--- config.mk ---
export PLATFORM = sky130hd
export DESIGN_NAME = sensor_table_running_average
export DESIGN_NICKNAME = d
export VERILOG_FILES = /design/src/design/sta_pkg.sv /design/src/design/sta_mean.sv /design/src/design/sensor_table_running_average.sv
export SDC_FILE = /design/constraint.sdc
export NUM_CORES = 2
export LEC_CHECK = 0
export BUFFER_PORTS_ARGS = -buffer_cell sky130_fd_sc_hd__buf_2
export CAP_MARGIN = 15
export CORE_MARGIN = 2
export CORE_UTILIZATION = 35
export CTS_BUF_LIST = sky130_fd_sc_hd__clkbuf_16
export CTS_CLUSTER_DIAMETER = 80
export DETAILED_ROUTE_END_ITERATION = 8
export SLEW_MARGIN = 20
export SYNTH_ARGS = -nofsm -noshare
export SYNTH_HDL_FRONTEND = slang
export SYNTH_HIERARCHICAL = 1
export SYNTH_SLANG_ARGS = --single-unit
--- constraint.sdc ---
create_clock -name clk_i -period 15.1 [get_ports clk_i]
set_input_delay 3.02 -clock clk_i [delete_from_list [all_inputs] [get_ports clk_i]]
set_output_delay 3.02 -clock clk_i [all_outputs]
set_load 0.005 [all_outputs]
--- src/design/sta_pkg.sv ---
package sta_pkg;

  localparam int unsigned MaxSensorsDef = 16;
  localparam int unsigned AvgLengthDef  = 8;

  localparam int unsigned IdW    = 16;
  localparam int unsigned RoomW  = 16;
  localparam int unsigned ValueW = 16;
  localparam int unsigned TimeW  = 32;
  localparam int unsigned CountW = 5;

  localparam logic OpMap    = 1'b0;
  localparam logic OpSample = 1'b1;

  typedef enum logic [1:0] {
    StOk      = 2'd0,
    StUnknown = 2'd1,
    StFull    = 2'd2,
    StEnd     = 2'd3
  } status_e;

  typedef struct packed {
    logic                     opcode;
    logic [IdW-1:0]           probe_id;
    logic [RoomW-1:0]         room_id;
    logic signed [ValueW-1:0] sample_value;
    logic [TimeW-1:0]         timestamp;
  } in_item_t;

  typedef struct packed {
    status_e                  status;
    logic [RoomW-1:0]         room_of_sensor;
    logic signed [ValueW-1:0] average_value;
    logic [TimeW-1:0]         last_time;
    logic [CountW-1:0]        sensor_count;
  } out_item_t;

  typedef struct packed {
    logic clear;
    logic add;
    logic finish;
  } mean_ctl_t;

endpackage

--- src/design/sta_mean.sv ---
module sta_mean #(
  parameter int unsigned AVG_LENGTH = sta_pkg::AvgLengthDef
) (
  input  logic                              clk_i,
  input  logic                              rst_ni,
  input  sta_pkg::mean_ctl_t                ctl_i,
  input  logic signed [sta_pkg::ValueW-1:0] sample_i,
  output logic                              done_o,
  output logic signed [sta_pkg::ValueW-1:0] avg_o
);
  import sta_pkg::*;

  localparam int unsigned LenLog = $clog2(AVG_LENGTH);
  localparam int unsigned SumW   = ValueW + LenLog;
  localparam int unsigned ShiftK = SumW + LenLog;
  localparam int unsigned MultW  = SumW + 2;
  localparam int unsigned ProdW  = SumW + MultW;
  localparam longint unsigned PowK = 64'd1 << ShiftK;
  localparam longint unsigned Mult = (PowK + AVG_LENGTH - 1) / AVG_LENGTH;
  localparam longint unsigned Bias = 64'd32768 * AVG_LENGTH;

  logic signed [SumW-1:0] acc_q, acc_d;
  logic [SumW-1:0]        biased;
  logic [ProdW-1:0]       prod_q;
  logic                   done_q;
  logic [ValueW-1:0]      quot;

  always_comb begin
    acc_d = acc_q;
    if (ctl_i.clear) begin
      acc_d = '0;
    end else if (ctl_i.add) begin
      acc_d = acc_q + SumW'(sample_i);
    end
  end

  assign biased = SumW'(acc_q) + SumW'(Bias);

  always_ff @(posedge clk_i) begin
    acc_q <= acc_d;
    if (ctl_i.finish) begin
      prod_q <= ProdW'(biased) * ProdW'(MultW'(Mult));
    end
  end

  always_ff @(posedge clk_i or negedge rst_ni) begin
    if (!rst_ni) begin
      done_q <= 1'b0;
    end else begin
      done_q <= ctl_i.finish;
    end
  end

  // remove the bias of one half range
  assign quot   = prod_q[ShiftK +: ValueW];
  assign avg_o  = {~quot[ValueW-1], quot[ValueW-2:0]};
  assign done_o = done_q;

endmodule

--- src/design/sensor_table_running_average.sv ---
// A map item writes its entry and clears its ring; a full table goes straight to the result.
// A sample item scans the entries up to the match, updates it and sums its ring for the mean;
// an unknown sensor scans every loaded entry, an end marker goes straight to the result.
// One item is in work at a time; the input stalls until its result is registered.
// Reset clears the sensor count, the state and the flags; both memories hold no reset value.
module sensor_table_running_average #(
  parameter int unsigned MAX_SENSORS = sta_pkg::MaxSensorsDef,
  parameter int unsigned AVG_LENGTH  = sta_pkg::AvgLengthDef
) (
  input  logic               clk_i,
  input  logic               rst_ni,
  input  logic               in_valid_i,
  output logic               in_stall_o,
  input  sta_pkg::in_item_t  in_item_i,
  output logic               out_valid_o,
  input  logic               out_stall_i,
  output sta_pkg::out_item_t out_item_o
);
  import sta_pkg::*;

  localparam int unsigned CntW      = $clog2(MAX_SENSORS + 1);
  localparam int unsigned IdxW      = (MAX_SENSORS > 1) ? $clog2(MAX_SENSORS) : 1;
  localparam int unsigned PtrW      = $clog2(AVG_LENGTH);
  localparam int unsigned SlotCntW  = $clog2(AVG_LENGTH + 1);
  localparam int unsigned RingDepth = MAX_SENSORS * AVG_LENGTH;
  localparam int unsigned RingAw    = $clog2(RingDepth);

  localparam logic [2:0] SIdle     = 3'd0;
  localparam logic [2:0] SDispatch = 3'd1;
  localparam logic [2:0] SScan     = 3'd2;
  localparam logic [2:0] SUpdate   = 3'd3;
  localparam logic [2:0] SClear    = 3'd4;
  localparam logic [2:0] SSum      = 3'd5;
  localparam logic [2:0] SMean     = 3'd6;
  localparam logic [2:0] SResult   = 3'd7;

  typedef struct packed {
    logic [IdW-1:0]   id;
    logic [RoomW-1:0] room;
    logic [TimeW-1:0] ts;
    logic [PtrW-1:0]  ptr;
  } entry_t;

  logic [2:0]            state_q, state_d;
  in_item_t              item_q;
  logic [CntW-1:0]       count_q, count_d;
  logic [CntW-1:0]       scan_q, scan_d;
  logic                  pend_q, pend_d;
  logic [IdxW-1:0]       pend_idx_q;
  logic [IdxW-1:0]       idx_q, idx_d;
  entry_t                ent_q, ent_d;
  logic [SlotCntW-1:0]   slot_q, slot_d;
  logic                  rpend_q, rpend_d;
  out_item_t             res_q, res_d;
  out_item_t             out_q, out_d;
  logic                  out_valid_q, out_valid_d;

  entry_t                entry_mem [MAX_SENSORS];
  entry_t                ent_rdata_q;
  logic                  ent_re, ent_we;
  logic [IdxW-1:0]       ent_waddr;
  entry_t                ent_wdata;

  logic signed [ValueW-1:0] ring_mem [RingDepth];
  logic signed [ValueW-1:0] ring_rdata_q;
  logic                     ring_re, ring_we;
  logic [RingAw-1:0]        ring_raddr, ring_waddr, ring_base;
  logic signed [ValueW-1:0] ring_wdata;

  logic                     accept;
  logic                     issue;
  logic                     hit;
  logic [PtrW-1:0]          ptr_next;
  mean_ctl_t                mean_ctl;
  logic                     mean_done;
  logic signed [ValueW-1:0] mean_avg;

  assign accept   = in_valid_i && !in_stall_o;
  assign hit      = pend_q && (ent_rdata_q.id == item_q.probe_id);
  assign ptr_next = (ent_q.ptr == PtrW'(AVG_LENGTH - 1)) ? '0 : ent_q.ptr + PtrW'(1);
  assign ring_base = RingAw'(idx_q) * RingAw'(AVG_LENGTH);

  always_comb begin
    state_d     = state_q;
    count_d     = count_q;
    scan_d      = scan_q;
    pend_d      = 1'b0;
    idx_d       = idx_q;
    ent_d       = ent_q;
    slot_d      = slot_q;
    rpend_d     = 1'b0;
    res_d       = res_q;
    out_d       = out_q;
    out_valid_d = out_valid_q && out_stall_i;
    issue       = 1'b0;
    ent_re      = 1'b0;
    ent_we      = 1'b0;
    ent_waddr   = idx_q;
    ent_wdata   = ent_q;
    ring_re     = 1'b0;
    ring_we     = 1'b0;
    ring_raddr  = ring_base + RingAw'(slot_q[PtrW-1:0]);
    ring_waddr  = ring_base + RingAw'(slot_q[PtrW-1:0]);
    ring_wdata  = '0;
    mean_ctl    = '0;

    case (state_q)
      SIdle: begin
        if (accept) begin
          state_d = SDispatch;
        end
      end
      SDispatch: begin
        res_d = '0;
        if (item_q.opcode == OpMap) begin
          if (count_q == CntW'(MAX_SENSORS)) begin
            res_d.status = StFull;
            state_d      = SResult;
          end else begin
            ent_we         = 1'b1;
            ent_waddr      = count_q[IdxW-1:0];
            ent_wdata.id   = item_q.probe_id;
            ent_wdata.room = item_q.room_id;
            ent_wdata.ts   = '0;
            ent_wdata.ptr  = '0;
            idx_d          = count_q[IdxW-1:0];
            count_d        = count_q + CntW'(1);
            slot_d         = '0;
            res_d.status         = StOk;
            res_d.room_of_sensor = item_q.room_id;
            state_d        = SClear;
          end
        end else if (item_q.probe_id == '0) begin
          res_d.status = StEnd;
          state_d      = SResult;
        end else begin
          scan_d  = '0;
          state_d = SScan;
        end
      end
      SScan: begin
        issue  = (scan_q < count_q) && !hit;
        ent_re = issue;
        pend_d = issue;
        if (issue) begin
          scan_d = scan_q + CntW'(1);
        end
        if (hit) begin
          ent_d   = ent_rdata_q;
          idx_d   = pend_idx_q;
          state_d = SUpdate;
        end else if (!pend_q && !issue) begin
          res_d.status = StUnknown;
          state_d      = SResult;
        end
      end
      SUpdate: begin
        ent_we        = 1'b1;
        ent_wdata.ts  = item_q.timestamp;
        ent_wdata.ptr = ptr_next;
        ring_we       = 1'b1;
        ring_waddr    = ring_base + RingAw'(ptr_next);
        ring_wdata    = item_q.sample_value;
        mean_ctl.clear = 1'b1;
        slot_d        = '0;
        res_d.status         = StOk;
        res_d.room_of_sensor = ent_q.room;
        res_d.last_time      = item_q.timestamp;
        state_d       = SSum;
      end
      SClear: begin
        ring_we = 1'b1;
        slot_d  = slot_q + SlotCntW'(1);
        if (slot_q[PtrW-1:0] == PtrW'(AVG_LENGTH - 1)) begin
          state_d = SResult;
        end
      end
      SSum: begin
        issue   = slot_q < SlotCntW'(AVG_LENGTH);
        ring_re = issue;
        rpend_d = issue;
        mean_ctl.add = rpend_q;
        if (issue) begin
          slot_d = slot_q + SlotCntW'(1);
        end else if (!rpend_q) begin
          mean_ctl.finish = 1'b1;
          state_d         = SMean;
        end
      end
      SMean: begin
        if (mean_done) begin
          res_d.average_value = mean_avg;
          state_d             = SResult;
        end
      end
      SResult: begin
        if (!out_valid_q || !out_stall_i) begin
          out_d              = res_q;
          out_d.sensor_count = CountW'(count_q);
          out_valid_d        = 1'b1;
          state_d            = SIdle;
        end
      end
      default: begin
        state_d = SIdle;
      end
    endcase
  end

  always_ff @(posedge clk_i) begin
    if (ent_we) begin
      entry_mem[ent_waddr] <= ent_wdata;
    end
    if (ent_re) begin
      ent_rdata_q <= entry_mem[scan_q[IdxW-1:0]];
    end
    if (ring_we) begin
      ring_mem[ring_waddr] <= ring_wdata;
    end
    if (ring_re) begin
      ring_rdata_q <= ring_mem[ring_raddr];
    end
  end

  always_ff @(posedge clk_i) begin
    if (accept) begin
      item_q <= in_item_i;
    end
    scan_q     <= scan_d;
    pend_idx_q <= scan_q[IdxW-1:0];
    idx_q      <= idx_d;
    ent_q      <= ent_d;
    slot_q     <= slot_d;
    res_q      <= res_d;
    out_q      <= out_d;
  end

  always_ff @(posedge clk_i or negedge rst_ni) begin
    if (!rst_ni) begin
      state_q     <= SIdle;
      count_q     <= '0;
      pend_q      <= 1'b0;
      rpend_q     <= 1'b0;
      out_valid_q <= 1'b0;
    end else begin
      state_q     <= state_d;
      count_q     <= count_d;
      pend_q      <= pend_d;
      rpend_q     <= rpend_d;
      out_valid_q <= out_valid_d;
    end
  end

  sta_mean #(
    .AVG_LENGTH(AVG_LENGTH)
  ) u_mean (
    .clk_i   (clk_i),
    .rst_ni  (rst_ni),
    .ctl_i   (mean_ctl),
    .sample_i(ring_rdata_q),
    .done_o  (mean_done),
    .avg_o   (mean_avg)
  );

  assign in_stall_o  = (state_q != SIdle);
  assign out_valid_o = out_valid_q;
  assign out_item_o  = out_q;

  a_count_bound: assert property (@(posedge clk_i) disable iff (!rst_ni)
    count_q <= CntW'(MAX_SENSORS))
    else $error("sensor count beyond table size");

  a_count_step: assert property (@(posedge clk_i) disable iff (!rst_ni)
    (count_q != $past(count_q)) |-> (count_q == $past(count_q) + CntW'(1)))
    else $error("sensor count moved by other than one");

  a_busy_after_transfer: assert property (@(posedge clk_i) disable iff (!rst_ni)
    accept |=> in_stall_o)
    else $error("input taken while an item is in work");

  a_mean_done_state: assert property (@(posedge clk_i) disable iff (!rst_ni)
    mean_done |-> (state_q == SMean))
    else $error("mean result outside the mean wait");

  a_scan_in_range: assert property (@(posedge clk_i) disable iff (!rst_ni)
    ent_re |-> (scan_q < count_q))
    else $error("entry read beyond loaded sensors");

endmodule

After elaboration in Yosys (flattened, before gate mapping)
Memory sizes are Yosys's and may differ from the RTL's. A register that Yosys moved wholly into a read port is not among the register bits.
Cells that the tools add are included.
{ "totals": {"reg_bits": 352, "inputBits": 85, "word_cells": 162, "ram_bits": 3120, "memories": 2, "out_inout_bits": 73} }
{ "op_classes": {"bitwise": 3, "n_eq_ne": 27, "reduce_logical": 30, "n_lt_le_gt_ge": 2, "mux": 60, "addsub": 8} }
{ "memory_table": {"columns": ["memory", "words", "width", "read_ports", "rd_ports_with_merged_regs", "write_ports", "line", "text"], "rows": [
  ["ring_mem", 128, 16, 1, 1, 1, "sensor_table_running_average.sv:64", "logic signed [ValueW-1:0] ring_mem [RingDepth];"],
  ["entry_mem", 16, 67, 1, 1, 1, "sensor_table_running_average.sv:58", "entry_t entry_mem [MAX_SENSORS];"]
]} }
{ "op_table": {"columns": ["op", "n"], "rows": [
  ["67-bit two-way mux", 2],
  ["35-bit case mux with 2 select lines", 1],
  ["16-bit two-way mux", 4],
  ["16-bit case mux with 2 select lines", 2],
  ["32-bit case mux with 2 select lines", 1],
  ["3-bit two-way mux", 11],
  ["32-bit two-way mux", 1],
  ["4-bit two-way mux", 7],
  ["2-bit != test (second input constant)", 14],
  ["3-bit case mux with 8 select lines", 1],
  ["19-bit by 16-bit adder with 19-bit output", 1],
  ["19-bit adder (second input constant)", 1],
  ["3-bit == test (second input constant)", 6],
  ["16-bit == test", 1],
  ["16-bit zero test", 1],
  ["4-bit case mux with 4 select lines", 1],
  ["5-bit two-way mux", 3],
  ["7-bit by 3-bit adder with 7-bit output", 2],
  ["1-bit two-way mux", 14],
  ["2-bit two-way mux", 7],
  ["5-bit by 1-bit adder with 5-bit output (second input constant)", 2],
  ["5-bit case mux with 2 select lines", 1],
  ["4-bit case mux with 2 select lines", 1],
  ["2-bit AND reduction", 4],
  ["other kinds (24)", 41]
]} }

Longest topological paths before layout
{ "depth": {"word_depth": 9, "mapped_depth": 11, "ltp_nobuf": 10} }

Cells and area by module
Netlist, hierarchy kept.
{ "by_module_without_submodules": {"columns": ["module", "area_each_um2", "cells_per_inst", "seq_area_each_um2", "instances"], "rows": [
  ["sensor_table_running_average", 112613.0, 5242, 88189.6, 1],
  ["sta_mean", 2280.9, 228, 885.8, 1]
]} }

Worst setup path before layout
Ideal clock, no wire load.
{ "synth_timing": {"path_kind": "input port to flip-flop", "start": "input port out_stall_i", "end": "register out_q (netlist bit out_item_o[0]), enable pin", "setup_time_ns": 0.527, "stages": 1, "path_slack_ns": 8.118, "path_buffers": 0, "required_time_ns": 14.573, "t_arrival_ns": 6.455, "cell_sequence": "a21oi_1"} }
{ "synth_via": {"elab_chain_cells": 3} }
{ "synth_lines": {"columns": ["item", "line", "text"], "rows": [
  ["start, declared", "sensor_table_running_average.sv:16", "input logic out_stall_i,"],
  ["1-bit zero test", "sensor_table_running_average.sv:197", "if (!out_valid_q || !out_stall_i) begin"],
  ["1-bit logical OR", "sensor_table_running_average.sv:197", null],
  ["2-bit AND reduction (no line)", null, null],
  ["end signal, assigned", "sensor_table_running_average.sv:235", "out_q <= out_d;"],
  ["end, declared", "sensor_table_running_average.sv:55", "out_item_t out_q, out_d;"]
]} }
Every way passes these cells.
A chain may end at the register's enable or synchronous reset.

Final worst setup path
{ "layout_timing": {"start": "register slot_q[0]", "end": "register ring_rdata_q[10] (read register of ring_mem) (data pin)"} }
{ "layout_via": {"elab_chain_cells": 2, "elab_cells_between_ends": 3} }
{ "layout_lines": {"columns": ["item", "line", "text"], "rows": [
  ["start, declared", "sensor_table_running_average.sv:52", "logic [SlotCntW-1:0] slot_q, slot_d;"],
  ["start signal, assigned", "sensor_table_running_average.sv:233", "slot_q <= slot_d;"],
  ["branches (longest 2 deep; another with 7-bit by 3-bit adder with 7-bit output)", null, null],
  ["end, declared", "sensor_table_running_average.sv:65", "logic signed [ValueW-1:0] ring_rdata_q;"]
]} }
Parallel ways; which one is timed is not known.

==> run_results.csv <==
group,metric,value,unit
run_status,outcome,"finished, final reports clean",
finish,fillers,28800,
power,cellPowerDensity,171,nW/µm²
grt,gr-total-overflow,0,
sta,finalSetupViolations,0,
grt,grt_first_pass_wirelength,415,mm
worst_setup_path,crit_type,"flip-flop to flip-flop",
power,p_sw,6.55,mW
power,p_leak,42.6,nW
power,swShare,29.2,%
sta,worst_pin_slew,1.12,ns
power,clock_power_share,32.5,%
clock_network,h-tree-depth,5,
finish,nets,5985,
grt,grt_max_degree,144,
drt,viasPerCell,5.38,
sta,drv_slew,0,
placement,dp_hpwl,166,mm
placement,dp_slack,9.32,ns
sta,rsz0062_at_grt,"no",
sta,fin_ws,9.53,ns
drt,drt_iter0_markers,6255,
worst_setup_path,critPathArrivalTime,6.15,ns
yosys,synth_fa_ha_area_share,0.333,%
yosys,synth_area,115000,µm²
flow_run,max_cap_violations,0,
yosys,synth_xor_xnor_area_share,0.259,%
die,core_area,327000,µm²
clock_network,clock-sinks,2976,
grt,grt_usage,17.2,%
die,ios,158,
clock_network,post_cts_resized,0,
yosys,synth_compound_area_share,2.37,%
placement,gpl.final_weighted_congestion,0.802,
grt,grt_pass1_vias,56400,
sta,timing.hold.ws,0.411,ns
worst_setup_path,path_max_fanout,52,
yosys,postSynthCellCount,5470,
finish,multi_input_area,24000,µm²
die,die_height,577,µm
clock_network,cts_max_path_buffers,4,
worst_setup_path,start_kind,"flip-flop",
power,total_power,22.4,mW
sta,fin_skew,0.0523,ns
clock_network,cts_made_buffers,304,
power,ir_drop,0.134,mV
worst_setup_path,cp_slowest_cell,"buf_4",
clock_network,clock_latency,0.86,ns
sta,clock.fmax,180,MHz
yosys,yosysWarningCount,6,
yosys,synth.area.top_cells,"edfxtp_1, mux4_2, mux2i_1, nand2_1, nor2_1",
power,p_seq_share,44.2,%
die,die_area,333000,µm²
placement,io_buffers,157,
yosys,synth_cell_type_count,83,
sta,slew_headroom,24.3,%
clock_network,cts-hold-fix-buffers,0,
power,p_int,15.9,mW
clock_network,clkTransAtPathRegs,0.06,ns
worst_setup_path,max_stage_delay,0.88,ns
clock_network,clock-root-buffer,"clkbuf_16",
yosys,synth_edf_count,2941,
yosys,synth_top_area_share,76.9,%
drt,drt-pass1-iter-count,5,
yosys,ys.flop_type,"edfxtp_1",
finish,register_area,89100,µm²
finish,syn_to_final_growth,13.9,%
yosys,synth_top_family_by_area,"multiplexers",
yosys,synth.mux.area_fraction,15.0,%
die,start_util,35.2,%
worst_setup_path,startpoint,"slot_q[0]$_SDFFCE_PN0P_",
grt,antenna_found_initial,11,
worst_setup_path,crit_path_frequent_cell,"buf_4",
worst_setup_path,worstPathCellList,"buf_4 -> buf_4 -> buf_4 -> buf_4 -> mux4_2 -> mux2i_1 -> o22ai_1 -> nor2_1 -> nor3_2",
drt,drt-total-wl,292,mm
drt,drc,0,
sta,timing.final.crit_share,36.9,%
drt,wl_per_cell,27.9,µm
clock_network,cts_tree,"yes",
worst_setup_path,cp.required,15.68,ns
finish,layout-drive-gt1-share,24.0,%
die,die_x,577,µm
yosys,ys_async_sr_fraction,0.403,%
yosys,yosys.area_share.simple,2.72,%
sta,finalCriticalPeriod,5.57,ns
yosys,yosysSeqAreaShare,77.5,%
power,comb_power_share,23.3,%
min_path,hp-start,"ent_rdata_q[47]$_DFFE_PP_",
yosys,synth_top_area_cell,"edfxtp_1",
worst_setup_path,rr_startpoint,"slot_q[0]$_SDFFCE_PN0P_",
sta,timing_hold_violations_final,0,
sta,setup_tns,0,ns
yosys,postSynthAreaPerCell,21.0,µm²
clock_network,postCtsSetupBuffers,0,
yosys,ys_ff_latch,2976,
yosys,synthesis.nets,5585,
worst_setup_path,critPathCaptureType,"flip-flop",
drt,vias,56300,
drt,drtAntennaViolNets,0,
die,row_count,210,
min_path,min_path_type,"flip-flop to flip-flop",
==> final timing paths <==
kind / end / slack (ns) / cells past startpoint
worst max-delay path: ring_rdata_q[10]$_DFFE_PP_ / 9.53 / 9
max in group asynchronous: state_q[1]$_DFFE_PN0P_ / 12.64 / 1
worst max register to register: ring_rdata_q[10]$_DFFE_PP_ / 9.53 / 9
worst min-delay path: ent_q[47]$_DFFE_PP_ / 0.41 / 0
worst min register to register: ent_q[47]$_DFFE_PP_ / 0.41 / 0
min in group asynchronous: u_mean/done_o$_DFF_PN0_ / 2.12 / 1
==> area by class of cell <==
| type | count | share of cell area, % |
|---|---|---|
| diodes | 2 | 0.00382 |
| clock inverters | 230 | 1.41 |
| multi-input cells | 2172 | 18.4 |
| clock buffers | 310 | 5.93 |
| flip-flops and latches | 2976 | 68.0 |
| inverters | 17 | 0.0507 |
| repair buffers | 399 | 2.05 |
| well taps | 4346 | 4.15 |
==> power by group through the flow <==
stage	clock network, mW	registers, mW	logic (mW)
floorplan	0	10.0	3.60
global placement	0	10.1	5.23
detailed placement	0	10.1	5.27
CTS	7.40	9.92	5.28
global route	7.72	9.93	5.53
finish	7.28	9.91	5.23
==> through the flow <==
stage | util (%) | std cells | instance area, µm²
finish | 40.1 | 10500 | 131000
detailed placement | 37.1 | 9909 | 121000
global placement | 37.1 | 9908 | 121000
global route | 40.0 | 10500 | 131000
floorplan | - | 5470 | 115000
CTS | 40.0 | 10400 | 131000
==> state kept, by name, indices dropped and copies added (netlist names) <==
name	flops
u_mean/acc_q	19
u_mean/prod_q	16
pend_idx_q	4
idx_q	4
res_q	66
slot_q	4
scan_q	5
ring_rdata_q	16
u_mean/done_o	1
pend_q	1
state_q	3
count_q	5
out_item_o	71
out_valid_o	1
ring_mem	2048
rpend_q	1
entry_mem	560
ent_q	35
ent_rdata_q	35
item_q	81
==> per-layer routing <==
layer,routed length (µm),GRT usage [%],vias up
li1,-,-,23300
met1,122000,24.0,30200
met2,140000,27.9,2367
met3,21500,2.71,434
met4,7790,4.59,8
met5,51,0,-
==> cells by family after synthesis <==
| logic type | after synthesis |
|---|---|
| flops | 2976 |
| compound gates | 406 |
| mux | 1021 |
| simple gates | 681 |
| fa+ha+maj | 30 |
| buf+inv | 322 |
| xor+xnor | 34 |
==> cells in the mapped netlist (44+ instances only) <==
library cell and instances:
mux4_2 559, o22ai_1 81, and3_1 56, clkbuf_1 98, buf_4 53, buf_6 44, nor2_1 220, nand2_1 239
buf_2 86, nand3_1 63, mux2i_1 459, edfxtp_1 2941, a22oi_1 80, a21oi_1 70
==> critical path: cells and delay by family (launching register included) <==
family	cells	cell delay, ns
buffers and inverters	4	3.18
AO/OA/AOI/OAI	1	0.18
AND/OR/NAND/NOR	2	0.33
flip-flops	1	0.35
multiplexers	2	1.02
==> cell usage in the layout, fill, tap and decap left out, types with 17 or more instances in the layout <==
master	instances
clkinv_2	38
clkinv_1	70
and3_4	17
mux4_2	559
o21ai_0	37
bufinv_16	26
o211ai_1	33
a21oi_1	69
clkbuf_16	310
and3_1	39
nand2_1	236
buf_4	234
edfxtp_1	2941
a31oi_1	39
nor2_1	208
mux2i_1	459
nor3_2	26
dfxtp_1	23
o22ai_1	81
xor2_1	19
inv_1	78
buf_2	157
nand3_1	63
and2_1	20
ha_1	29
a22oi_1	80
Power figures use the tool's default switching activity.
